File: src/hw/rtl/tahr_pkg.sv
package tahr_pkg;

  localparam int unsigned LEVEL_FRAC_BITS = 23;
  localparam int unsigned LEN_BITS        = 24;
  localparam int unsigned LEVEL_BITS      = LEVEL_FRAC_BITS + 1;
  localparam int unsigned START_BITS      = LEN_BITS + 1;
  localparam int unsigned POS_BITS        = LEN_BITS + 2;
  localparam int unsigned SAMPLE_BITS     = 24;
  localparam int unsigned OUT_BITS        = 25;
  localparam int unsigned NUM_BITS        = LEN_BITS + 1;
  localparam int unsigned DIV_STEPS       = NUM_BITS;
  localparam int unsigned CNT_BITS        = $clog2(DIV_STEPS);
  localparam int unsigned PROD_BITS       = SAMPLE_BITS + LEVEL_BITS + 1;
  localparam int unsigned CFG_IDX_BITS    = 2;

  localparam logic [LEVEL_BITS-1:0] FULL_SCALE = LEVEL_BITS'(1) << LEVEL_FRAC_BITS;
  localparam logic [CNT_BITS-1:0]   DIV_LAST   = CNT_BITS'(DIV_STEPS - 1);

  typedef enum logic [CFG_IDX_BITS-1:0] {
    CFG_ATTACK_LEN  = 2'd0,
    CFG_HOLD_LEN    = 2'd1,
    CFG_RELEASE_LEN = 2'd2,
    CFG_SIGNAL_MODE = 2'd3
  } cfg_idx_e;

  typedef enum logic [2:0] {
    ST_IDLE,
    ST_DIV,
    ST_LEVEL,
    ST_MUL,
    ST_DONE
  } tahr_state_e;

  typedef struct packed {
    logic capture;
    logic load;
    logic div_step;
    logic calc;
    logic mul;
    logic commit;
  } dp_cmd_t;

  typedef struct packed {
    logic [LEN_BITS-1:0] rem;
    logic                qbit;
  } div_res_t;

  function automatic div_res_t div_step(input logic [LEN_BITS-1:0] rem,
                                        input logic                num_bit,
                                        input logic [LEN_BITS-1:0] dvs);
    logic [LEN_BITS:0] trial;
    logic [LEN_BITS:0] diff;
    div_res_t          res;
    trial = {rem, num_bit};
    diff  = trial - {1'b0, dvs};
    if (trial >= {1'b0, dvs}) begin
      res.rem  = diff[LEN_BITS-1:0];
      res.qbit = 1'b1;
    end else begin
      res.rem  = trial[LEN_BITS-1:0];
      res.qbit = 1'b0;
    end
    return res;
  endfunction

endpackage

File: src/hw/rtl/tahr_ctrl.sv
module tahr_ctrl (
  input  logic               clk_i,
  input  logic               rst_ni,
  input  logic               in_valid_i,
  input  logic               trigger_i,
  output logic               in_ready_o,
  input  logic               out_ready_i,
  output logic               out_valid_o,
  output tahr_pkg::dp_cmd_t  cmd_o
);

  tahr_pkg::tahr_state_e state_q, state_d;
  logic [tahr_pkg::CNT_BITS-1:0] cnt_q, cnt_d;
  logic out_valid_q, out_valid_d;
  logic out_free;

  assign out_free = !out_valid_q || out_ready_i;

  always_comb begin
    state_d = state_q;
    case (state_q)
      tahr_pkg::ST_IDLE: begin
        if (in_valid_i) begin
          state_d = trigger_i ? tahr_pkg::ST_DIV : tahr_pkg::ST_LEVEL;
        end
      end
      tahr_pkg::ST_DIV: begin
        if (cnt_q == tahr_pkg::DIV_LAST) begin
          state_d = tahr_pkg::ST_LEVEL;
        end
      end
      tahr_pkg::ST_LEVEL: state_d = tahr_pkg::ST_MUL;
      tahr_pkg::ST_MUL:   state_d = tahr_pkg::ST_DONE;
      tahr_pkg::ST_DONE: begin
        if (out_free) begin
          state_d = tahr_pkg::ST_IDLE;
        end
      end
      default: state_d = tahr_pkg::ST_IDLE;
    endcase
  end

  always_comb begin
    in_ready_o     = (state_q == tahr_pkg::ST_IDLE);
    cmd_o.capture  = (state_q == tahr_pkg::ST_IDLE) && in_valid_i;
    cmd_o.load     = (state_q == tahr_pkg::ST_IDLE) && in_valid_i && trigger_i;
    cmd_o.div_step = (state_q == tahr_pkg::ST_DIV);
    cmd_o.calc     = (state_q == tahr_pkg::ST_LEVEL);
    cmd_o.mul      = (state_q == tahr_pkg::ST_MUL);
    cmd_o.commit   = (state_q == tahr_pkg::ST_DONE) && out_free;
    cnt_d          = cnt_q;
    if (cmd_o.load) begin
      cnt_d = '0;
    end else if (cmd_o.div_step) begin
      cnt_d = cnt_q + 1'b1;
    end
    out_valid_d = out_valid_q;
    if (cmd_o.commit) begin
      out_valid_d = 1'b1;
    end else if (out_ready_i) begin
      out_valid_d = 1'b0;
    end
  end

  assign out_valid_o = out_valid_q;

  always_ff @(posedge clk_i or negedge rst_ni) begin
    if (!rst_ni) begin
      state_q     <= tahr_pkg::ST_IDLE;
      cnt_q       <= '0;
      out_valid_q <= 1'b0;
    end else begin
      state_q     <= state_d;
      cnt_q       <= cnt_d;
      out_valid_q <= out_valid_d;
    end
  end

endmodule

File: src/hw/rtl/tahr_datapath.sv
module tahr_datapath (
  input  logic                                     clk_i,
  input  logic                                     rst_ni,
  input  tahr_pkg::dp_cmd_t                        cmd_i,
  input  logic                                     cfg_we_i,
  input  logic [tahr_pkg::CFG_IDX_BITS-1:0]        cfg_index_i,
  input  logic [tahr_pkg::LEN_BITS-1:0]            cfg_data_i,
  input  logic signed [tahr_pkg::SAMPLE_BITS-1:0]  in_sample_i,
  output logic signed [tahr_pkg::OUT_BITS-1:0]     out_value_o
);

  localparam int unsigned LB = tahr_pkg::LEN_BITS;
  localparam int unsigned VB = tahr_pkg::LEVEL_BITS;
  localparam int unsigned F  = tahr_pkg::LEVEL_FRAC_BITS;

  logic [LB-1:0] attack_len_q, hold_len_q, release_len_q;
  logic          signal_mode_q;

  logic [tahr_pkg::POS_BITS-1:0]   position_q;
  logic [VB-1:0]                   level_q;
  logic                            armed_q;
  logic [LB-1:0]                   attack_end_q;
  logic [tahr_pkg::START_BITS-1:0] release_start_q;
  logic [tahr_pkg::POS_BITS-1:0]   total_end_q;
  logic [LB-1:0]                   rel_len_q;
  logic [VB-1:0]                   attack_step_q, release_step_q;

  logic [tahr_pkg::NUM_BITS-1:0] att_num_q, rel_num_q;
  logic [LB-1:0]                 att_rem_q, rel_rem_q;

  logic signed [tahr_pkg::SAMPLE_BITS-1:0] sample_q;
  logic [VB-1:0]                           sig_q, sig_d;
  logic signed [tahr_pkg::PROD_BITS-1:0]   prod_q;
  logic signed [tahr_pkg::OUT_BITS-1:0]    out_q, out_d;

  tahr_pkg::div_res_t att_res, rel_res;
  logic [VB-1:0]      att_eff, rel_eff;
  logic [VB:0]        up_sum;

  assign att_res = tahr_pkg::div_step(att_rem_q, att_num_q[tahr_pkg::NUM_BITS-1],
                                      attack_end_q);
  assign rel_res = tahr_pkg::div_step(rel_rem_q, rel_num_q[tahr_pkg::NUM_BITS-1],
                                      rel_len_q);

  assign att_eff = (attack_end_q == '0) ? tahr_pkg::FULL_SCALE : attack_step_q;
  assign rel_eff = (rel_len_q == '0) ? tahr_pkg::FULL_SCALE : release_step_q;
  assign up_sum  = {1'b0, level_q} + {1'b0, att_eff};

  always_comb begin
    if (position_q < tahr_pkg::POS_BITS'(attack_end_q)) begin
      sig_d = (up_sum > {1'b0, tahr_pkg::FULL_SCALE}) ? tahr_pkg::FULL_SCALE
                                                       : up_sum[VB-1:0];
    end else if (position_q < tahr_pkg::POS_BITS'(release_start_q)) begin
      sig_d = tahr_pkg::FULL_SCALE;
    end else if (position_q < total_end_q) begin
      sig_d = (level_q > rel_eff) ? (level_q - rel_eff) : '0;
    end else begin
      sig_d = '0;
    end
  end

  always_comb begin
    if (!armed_q) begin
      out_d = '0;
    end else if (signal_mode_q) begin
      out_d = prod_q[F + tahr_pkg::OUT_BITS - 1:F];
    end else begin
      out_d = tahr_pkg::OUT_BITS'(sig_q);
    end
  end

  always_ff @(posedge clk_i or negedge rst_ni) begin
    if (!rst_ni) begin
      attack_len_q  <= LB'(4800);
      hold_len_q    <= LB'(14400);
      release_len_q <= LB'(9600);
      signal_mode_q <= 1'b0;
    end else if (cfg_we_i) begin
      case (tahr_pkg::cfg_idx_e'(cfg_index_i))
        tahr_pkg::CFG_ATTACK_LEN:  attack_len_q  <= cfg_data_i;
        tahr_pkg::CFG_HOLD_LEN:    hold_len_q    <= cfg_data_i;
        tahr_pkg::CFG_RELEASE_LEN: release_len_q <= cfg_data_i;
        tahr_pkg::CFG_SIGNAL_MODE: signal_mode_q <= cfg_data_i[0];
        default: ;
      endcase
    end
  end

  always_ff @(posedge clk_i or negedge rst_ni) begin
    if (!rst_ni) begin
      position_q      <= '0;
      level_q         <= '0;
      armed_q         <= 1'b0;
      attack_end_q    <= '0;
      release_start_q <= '0;
      total_end_q     <= '0;
      rel_len_q       <= '0;
      attack_step_q   <= '0;
      release_step_q  <= '0;
    end else begin
      if (cmd_i.load) begin
        position_q      <= '0;
        armed_q         <= 1'b1;
        attack_end_q    <= attack_len_q;
        release_start_q <= {1'b0, attack_len_q} + {1'b0, hold_len_q};
        rel_len_q       <= release_len_q;
        attack_step_q   <= '0;
        release_step_q  <= '0;
      end else if (cmd_i.div_step) begin
        total_end_q    <= {1'b0, release_start_q} + tahr_pkg::POS_BITS'(rel_len_q);
        attack_step_q  <= {attack_step_q[VB-2:0], att_res.qbit};
        release_step_q <= {release_step_q[VB-2:0], rel_res.qbit};
      end else if (cmd_i.commit && armed_q) begin
        level_q <= sig_q;
        if (position_q != '1) begin
          position_q <= position_q + 1'b1;
        end
      end
    end
  end

  always_ff @(posedge clk_i) begin
    if (cmd_i.capture) begin
      sample_q <= in_sample_i;
    end
    if (cmd_i.load) begin
      att_num_q <= tahr_pkg::NUM_BITS'(tahr_pkg::FULL_SCALE) + tahr_pkg::NUM_BITS'(attack_len_q)
                   - 1'b1;
      rel_num_q <= tahr_pkg::NUM_BITS'(tahr_pkg::FULL_SCALE) + tahr_pkg::NUM_BITS'(release_len_q)
                   - 1'b1;
      att_rem_q <= '0;
      rel_rem_q <= '0;
    end else if (cmd_i.div_step) begin
      att_num_q <= {att_num_q[tahr_pkg::NUM_BITS-2:0], 1'b0};
      rel_num_q <= {rel_num_q[tahr_pkg::NUM_BITS-2:0], 1'b0};
      att_rem_q <= att_res.rem;
      rel_rem_q <= rel_res.rem;
    end
    if (cmd_i.calc) begin
      sig_q <= sig_d;
    end
    if (cmd_i.mul) begin
      prod_q <= sample_q * $signed({1'b0, sig_q});
    end
    if (cmd_i.commit) begin
      out_q <= out_d;
    end
  end

  assign out_value_o = out_q;

endmodule

File: src/hw/rtl/triggered_ahr_envelope_unit.sv
// Linear attack-hold-release envelope generator, one audio tick per input
// transaction. An input transaction carries trigger_i and in_sample_i, and
// every input transaction yields exactly one output transaction on
// out_value_o. Registers are written through the cfg channel, which is always
// ready; cfg_index_i selects attack length, hold length, release length or
// signal mode. New lengths take effect at the next trigger, signal mode with
// the next result. A tick without trigger passes the level, multiply and
// done states before the next ready. A triggered tick first passes the
// divide state, where restoring dividers form the attack and release steps
// one quotient bit per cycle. The done state writes the result to an output
// register, which lets a new input transaction be accepted while a result
// still waits; a stalled receiver holds the block in its final step until
// the waiting result is taken.
// Reset restores the register defaults, clears the envelope state and
// leaves the generator disarmed, so every result is 0 until the first trigger.
module triggered_ahr_envelope_unit (
  input  logic                                     clk_i,
  input  logic                                     rst_ni,
  input  logic                                     in_valid_i,
  output logic                                     in_ready_o,
  input  logic                                     trigger_i,
  input  logic signed [tahr_pkg::SAMPLE_BITS-1:0]  in_sample_i,
  output logic                                     out_valid_o,
  input  logic                                     out_ready_i,
  output logic signed [tahr_pkg::OUT_BITS-1:0]     out_value_o,
  input  logic                                     cfg_valid_i,
  output logic                                     cfg_ready_o,
  input  logic [tahr_pkg::CFG_IDX_BITS-1:0]        cfg_index_i,
  input  logic [tahr_pkg::LEN_BITS-1:0]            cfg_data_i
);

  tahr_pkg::dp_cmd_t cmd;

  assign cfg_ready_o = 1'b1;

  tahr_ctrl u_ctrl (
    .clk_i       (clk_i),
    .rst_ni      (rst_ni),
    .in_valid_i  (in_valid_i),
    .trigger_i   (trigger_i),
    .in_ready_o  (in_ready_o),
    .out_ready_i (out_ready_i),
    .out_valid_o (out_valid_o),
    .cmd_o       (cmd)
  );

  tahr_datapath u_datapath (
    .clk_i       (clk_i),
    .rst_ni      (rst_ni),
    .cmd_i       (cmd),
    .cfg_we_i    (cfg_valid_i),
    .cfg_index_i (cfg_index_i),
    .cfg_data_i  (cfg_data_i),
    .in_sample_i (in_sample_i),
    .out_value_o (out_value_o)
  );

endmodule
File: config.mk
export PLATFORM = sky130hd
export DESIGN_NAME = triggered_ahr_envelope_unit
export DESIGN_NICKNAME = d
export VERILOG_FILES = /design/src/hw/rtl/tahr_pkg.sv /design/src/hw/rtl/tahr_ctrl.sv /design/src/hw/rtl/tahr_datapath.sv /design/src/hw/rtl/triggered_ahr_envelope_unit.sv
export SDC_FILE = /design/constraint.sdc
export NUM_CORES = 2
export LEC_CHECK = 0
export ABC_CLOCK_PERIOD_IN_PS = 13860
export BUFFER_PORTS_ARGS = -buffer_cell sky130_fd_sc_hd__buf_2
export CAP_MARGIN = 10
export CORE_MARGIN = 2
export CORE_UTILIZATION = 45
export CTS_BUF_LIST = sky130_fd_sc_hd__clkbuf_4 sky130_fd_sc_hd__clkbuf_8 sky130_fd_sc_hd__clkbuf_16
export CTS_CLUSTER_SIZE = 24
export DETAILED_ROUTE_END_ITERATION = 10
export PLACE_DENSITY = 0.58
export SLEW_MARGIN = 20
export SYNTH_ARGS = -nofsm -noshare
export SYNTH_HDL_FRONTEND = slang
export SYNTH_SLANG_ARGS = --single-unit
File: constraint.sdc
create_clock -name clk_i -period 13.86 [get_ports clk_i]
set_clock_uncertainty 0.1 [all_clocks]
set_input_delay 2.079 -clock clk_i [delete_from_list [all_inputs] [get_ports clk_i]]
set_output_delay 2.079 -clock clk_i [all_outputs]
set_load 0.01 [all_outputs]
==> flow_results.org <==
** Clocking
- The clock passes through at most 3 buffers.
- Clock sinks :: 476
- CTS Hold Bufs :: 0
- Clock network latency to the later pin of the worst-skew pair :: around 0.7 ns
- Clock root cell :: clkbuf_16
- Clock buffers created by TritonCTS :: 58
- TritonCTS built the clock tree.
- Maximum level of the CTS H-tree :: 2
- After clock tree synthesis, the setup repair step added 0 buffers.
- Clock transition time at the flip-flop clock pins of the worst setup and hold paths :: 0.07 ns
- Number of gates given a new drive strength after cts :: 0

** Synthesis
- The number of nets handed over by synthesis was 5793.
- Async SR Flop Fraction :: between 50% and 60%
- Number of synthesized register bits :: approximately 480
- Synthesis produced a netlist whose cell count is 4837.
- A synthesized cell averages roughly 9.5 sq um.
- Post-synth EDFFs :: around 150
- After synthesis, the netlist uses 90 different library cells.
- Synth Flop Type :: dfrtp_1
- Sequential elements use 26.99% of the synthesized area.
- Number of warnings reported in the yosys synthesis log :: 0
- Cell area after technology mapping :: approximately 46000 sq um

** Die
- # rows :: between 100 and 150
- The floorplan step set the die width to between 300 and 400 microns.
- Ports :: 84
- Vertical extent of the die :: about 320 microns
- The die covers 104900 sq um.
- For this configuration, the core starts out at a cell density of a little under half.
- Area of the core region :: just over 100000 sq um

** Route
- Number of DRC markers after the initial detailed-route iteration :: 2137
- Once detail routing completed, the nets flagged for antenna violations numbered 0.
- Count of unresolved DRC violations after routing :: 0
- Dividing the detail-routed wire length by the instance count gives ~20 microns.
- Via density :: 5.345
- The final layout contains routed wiring with a total length of 124500 microns.
- Pre-Repair DR Iteration Count :: 7
- Detailed routing inserted a total of 33380 vias.

** Critical path
- Startpoint type of the worst setup path :: flip-flop
- STA classifies the critical path endpoint as a flip-flop.
- Along the worst path, the maximum fanout reaches 26.
- Across all register-to-register paths, the minimum setup slack is 5.51 ns.
- Worst path slowest cell :: edfxtp_1
- Top Family by Delay on Critical Path :: adder cells
- The worst register-to-register path ends at u_datapath.prod_q[45]$_DFFE_PP_.
- Data on the critical path arrives at its endpoint at 8.68 ns.
- Cell Chain, Critical Path :: nand2_1, fa_1, fa_1, inv_1, fa_1, inv_1, fa_1, inv_1, fa_1, fa_1, inv_1, fa_1, inv_1, ha_1, a211oi_1, o21ai_1, a311oi_1, a211oi_2, a41oi_1, or3_1, a21oi_1, a221oi_1, o21bai_1, xor2_1
- Required time at the endpoint of the critical path :: between 10 and 15 ns
- The critical path in this run is classified as reg2reg.
- The number of cells on the worst reg-to-reg path is 24.
- Most used cell, CP :: fa_1
- Critical Path Max Stage Delay :: approximately 1.1 ns
- In this run the critical register-to-register path is launched from u_datapath.sig_q[9]$_DFFE_PN_.
- Number of buffer and inverter stages on the critical path :: 5

** Global route
- Global-route wire length before repair :: just under 200000 microns
- The total overflow left after global routing is 0.
- Number of global-route vias before repair :: between 30000 and 40000
- The initial antenna violation count is 2.
- Global routing used between 20% and 30% of the available tracks.
- Largest net degree at the start of global routing :: around 100

** Job
- Max-cap violations in this run came to 0.

** Min path
- Min-Delay Endpoint :: u_datapath.att_rem_q[23]$_SDFFE_PP0P_
- The worst hold path belongs to the class reg2reg.
- Hold Path Origin :: u_datapath.att_rem_q[23]$_SDFFE_PP0P_
- Number of stages on the worst hold path :: 2

** Finish
- Cells fill 49.18% of the core in the end.
- Share of post-route cells with drive strength above 1 :: approximately 8%
- In the final layout, the multi-input gates occupy between 30000 and 40000 sq um.
- Non-filler cells in the finished layout :: roughly 6200
- Registers take about 12000 sq um.
- Number of nets in the layout :: a little under 6000
- The filler cells instantiated in the layout total 9639.
- Total inserted antenna cells :: 0
- Compared with the post-synthesis result, the final layout area differs by 8.496%.

** Timing
- Pin slew with the least headroom to its limit :: 1.126 ns
- Measured against its own limit, the worst slew margin works out to between 20% and 30%.
- Setup violations remaining at the end of the flow were counted as 0.
- Min Tclk post-route :: around 8.3 ns
- Slew Limit Fails :: 0
- Setup repair after global routing missed its margin :: false
- Based on the critical path, the design can be clocked at up to approximately 0.12 GHz.
- Crit share post-route :: between 60% and 70%
- Summed over all failing endpoints, the final setup total negative slack is 0 ns.
- The count of endpoints failing hold in the final timing report came to 0.

** Status
- The flow ran to the end, and the final reports show no timing, DRC or antenna violations.

** Placed design
- The HPWL after detailed placement is 95990 microns.
- At the end of routability-driven placement, the weighted congestion stood at ~0.87.
- In this run the tool buffered the top-level ports with 82 buffer cells.
- Inst Count DP :: a little over 6000
## state kept, by name (all words and copies together), names as in the netlist, 25 cells and up
name and cells:
u_datapath.att_num_q 25, u_datapath.rel_num_q 25, u_datapath.out_value_o 25, u_datapath.prod_q 25, u_datapath.release_start_q 25, u_datapath.total_end_q 26
u_datapath.position_q 26
## routing by layer
metal	part of all wire (%)	GRT usage, %
met1	45	33.49
met2	47	40.40
met3	5.3	3.684
met4	2.9	6.811
met5	0	0
## cells in the final DEF, fill, tap and decap left out, types with 39 or more instances in the layout
| cell | synthesis | final |
|---|---|---|
| a21o_1 | 100 | 100 |
| a21oi_1 | 143 | 142 |
| and2_1 | 280 | 279 |
| buf_2 | 5 | 81 |
| buf_4 | 2 | 52 |
| clkbuf_16 | 0 | 60 |
| dfrtp_1 | 268 | 266 |
| dfxtp_1 | 48 | 48 |
| edfxtp_1 | 148 | 148 |
| fa_1 | 487 | 487 |
| ha_1 | 413 | 413 |
| inv_1 | 665 | 664 |
| mux2_2 | 98 | 98 |
| mux2i_1 | 67 | 67 |
| nand2_1 | 677 | 677 |
| nand2b_1 | 42 | 42 |
| nand3_1 | 101 | 100 |
| nand4_1 | 41 | 41 |
| nor2_1 | 127 | 124 |
| nor2b_1 | 94 | 94 |
| nor3_1 | 40 | 39 |
| o21ai_0 | 245 | 245 |
| xnor2_1 | 110 | 110 |
| xor2_1 | 93 | 93 |
## cells in the mapped netlist, types with 93 or more instances
master | instances | area share [%]
a21o_1 | 100 | 1.6
a21oi_1 | 143 | 1.6
and2_1 | 280 | 3.8
clkbuf_1 | 182 | 1.5
dfrtp_1 | 268 | 15
edfxtp_1 | 148 | 9.7
fa_1 | 487 | 21
ha_1 | 413 | 11
inv_1 | 665 | 5.4
mux2_2 | 98 | 2.4
nand2_1 | 677 | 5.5
nand3_1 | 101 | 1.1
nor2_1 | 127 | 1.0
nor2b_1 | 94 | 1.3
o21ai_0 | 245 | 2.7
xnor2_1 | 110 | 2.1
xor2_1 | 93 | 1.8
## worst reg2reg max path, delay by kind of cell (launching register included)
kind / cells / cell delay [ns]
adder cells (fa/ha/maj): 8 / 3.80
AO/OA/AOI/OAI: 8 / 2.19
flip-flops: 1 / 1.09
AND/OR/NAND/NOR: 2 / 0.56
buffers and inverters: 5 / 0.24
XOR/XNOR: 1 / 0.15
## stage by stage
stage	setup WS (ns)	area, sq um	hold WS (ns)
3_3_place_gp	5.660	47850	0.3429
4_1_cts	5.555	49960	0.3647
2_1_floorplan	6.813	46050	0.3258
5_1_grt	5.083	49960	0.3985
6_report	5.514	49960	0.3599
3_5_place_dp	5.552	47860	0.3501
## area by class of cell
class | instances | area share (%)
clock buffer | 84 | 3.479
multi-input combinational | 3492 | 60.84
sequential | 476 | 24.88
inverter | 666 | 5.004
timing repair buffer | 135 | 1.653
clock inverter | 25 | 0.7212
tap | 1368 | 3.426
## worst max-delay path by stage
stage                                    from                               to  slack, ns  cells past startpoint
2_1_floorplan  u_datapath.sig_q[16]$_DFFE_PN_  u_datapath.prod_q[47]$_DFFE_PP_       6.81                     26
3_3_place_gp    u_datapath.sig_q[9]$_DFFE_PN_  u_datapath.prod_q[45]$_DFFE_PP_       5.66                     24
3_5_place_dp    u_datapath.sig_q[9]$_DFFE_PN_  u_datapath.prod_q[45]$_DFFE_PP_       5.55                     24
4_1_cts         u_datapath.sig_q[9]$_DFFE_PN_  u_datapath.prod_q[45]$_DFFE_PP_       5.56                     24
5_1_grt         u_datapath.sig_q[9]$_DFFE_PN_  u_datapath.prod_q[45]$_DFFE_PP_       5.08                     24
6_report        u_datapath.sig_q[9]$_DFFE_PN_  u_datapath.prod_q[45]$_DFFE_PP_       5.51                     24
## cells by family after synthesis
group / after synthesis / share of synthesized area (%)
compound gates: 721 / 9.961
xor+xnor: 203 / 3.861
fa+ha+maj: 900 / 32.39
buf+inv: 869 / 7.146
flops: 476 / 26.99
mux: 165 / 3.853
other cells: 1 / 0.008143
simple gates: 1502 / 15.79
Power is not shown: default switching activity piles up to over one toggle a cycle in this logic, so the estimate is an artifact.
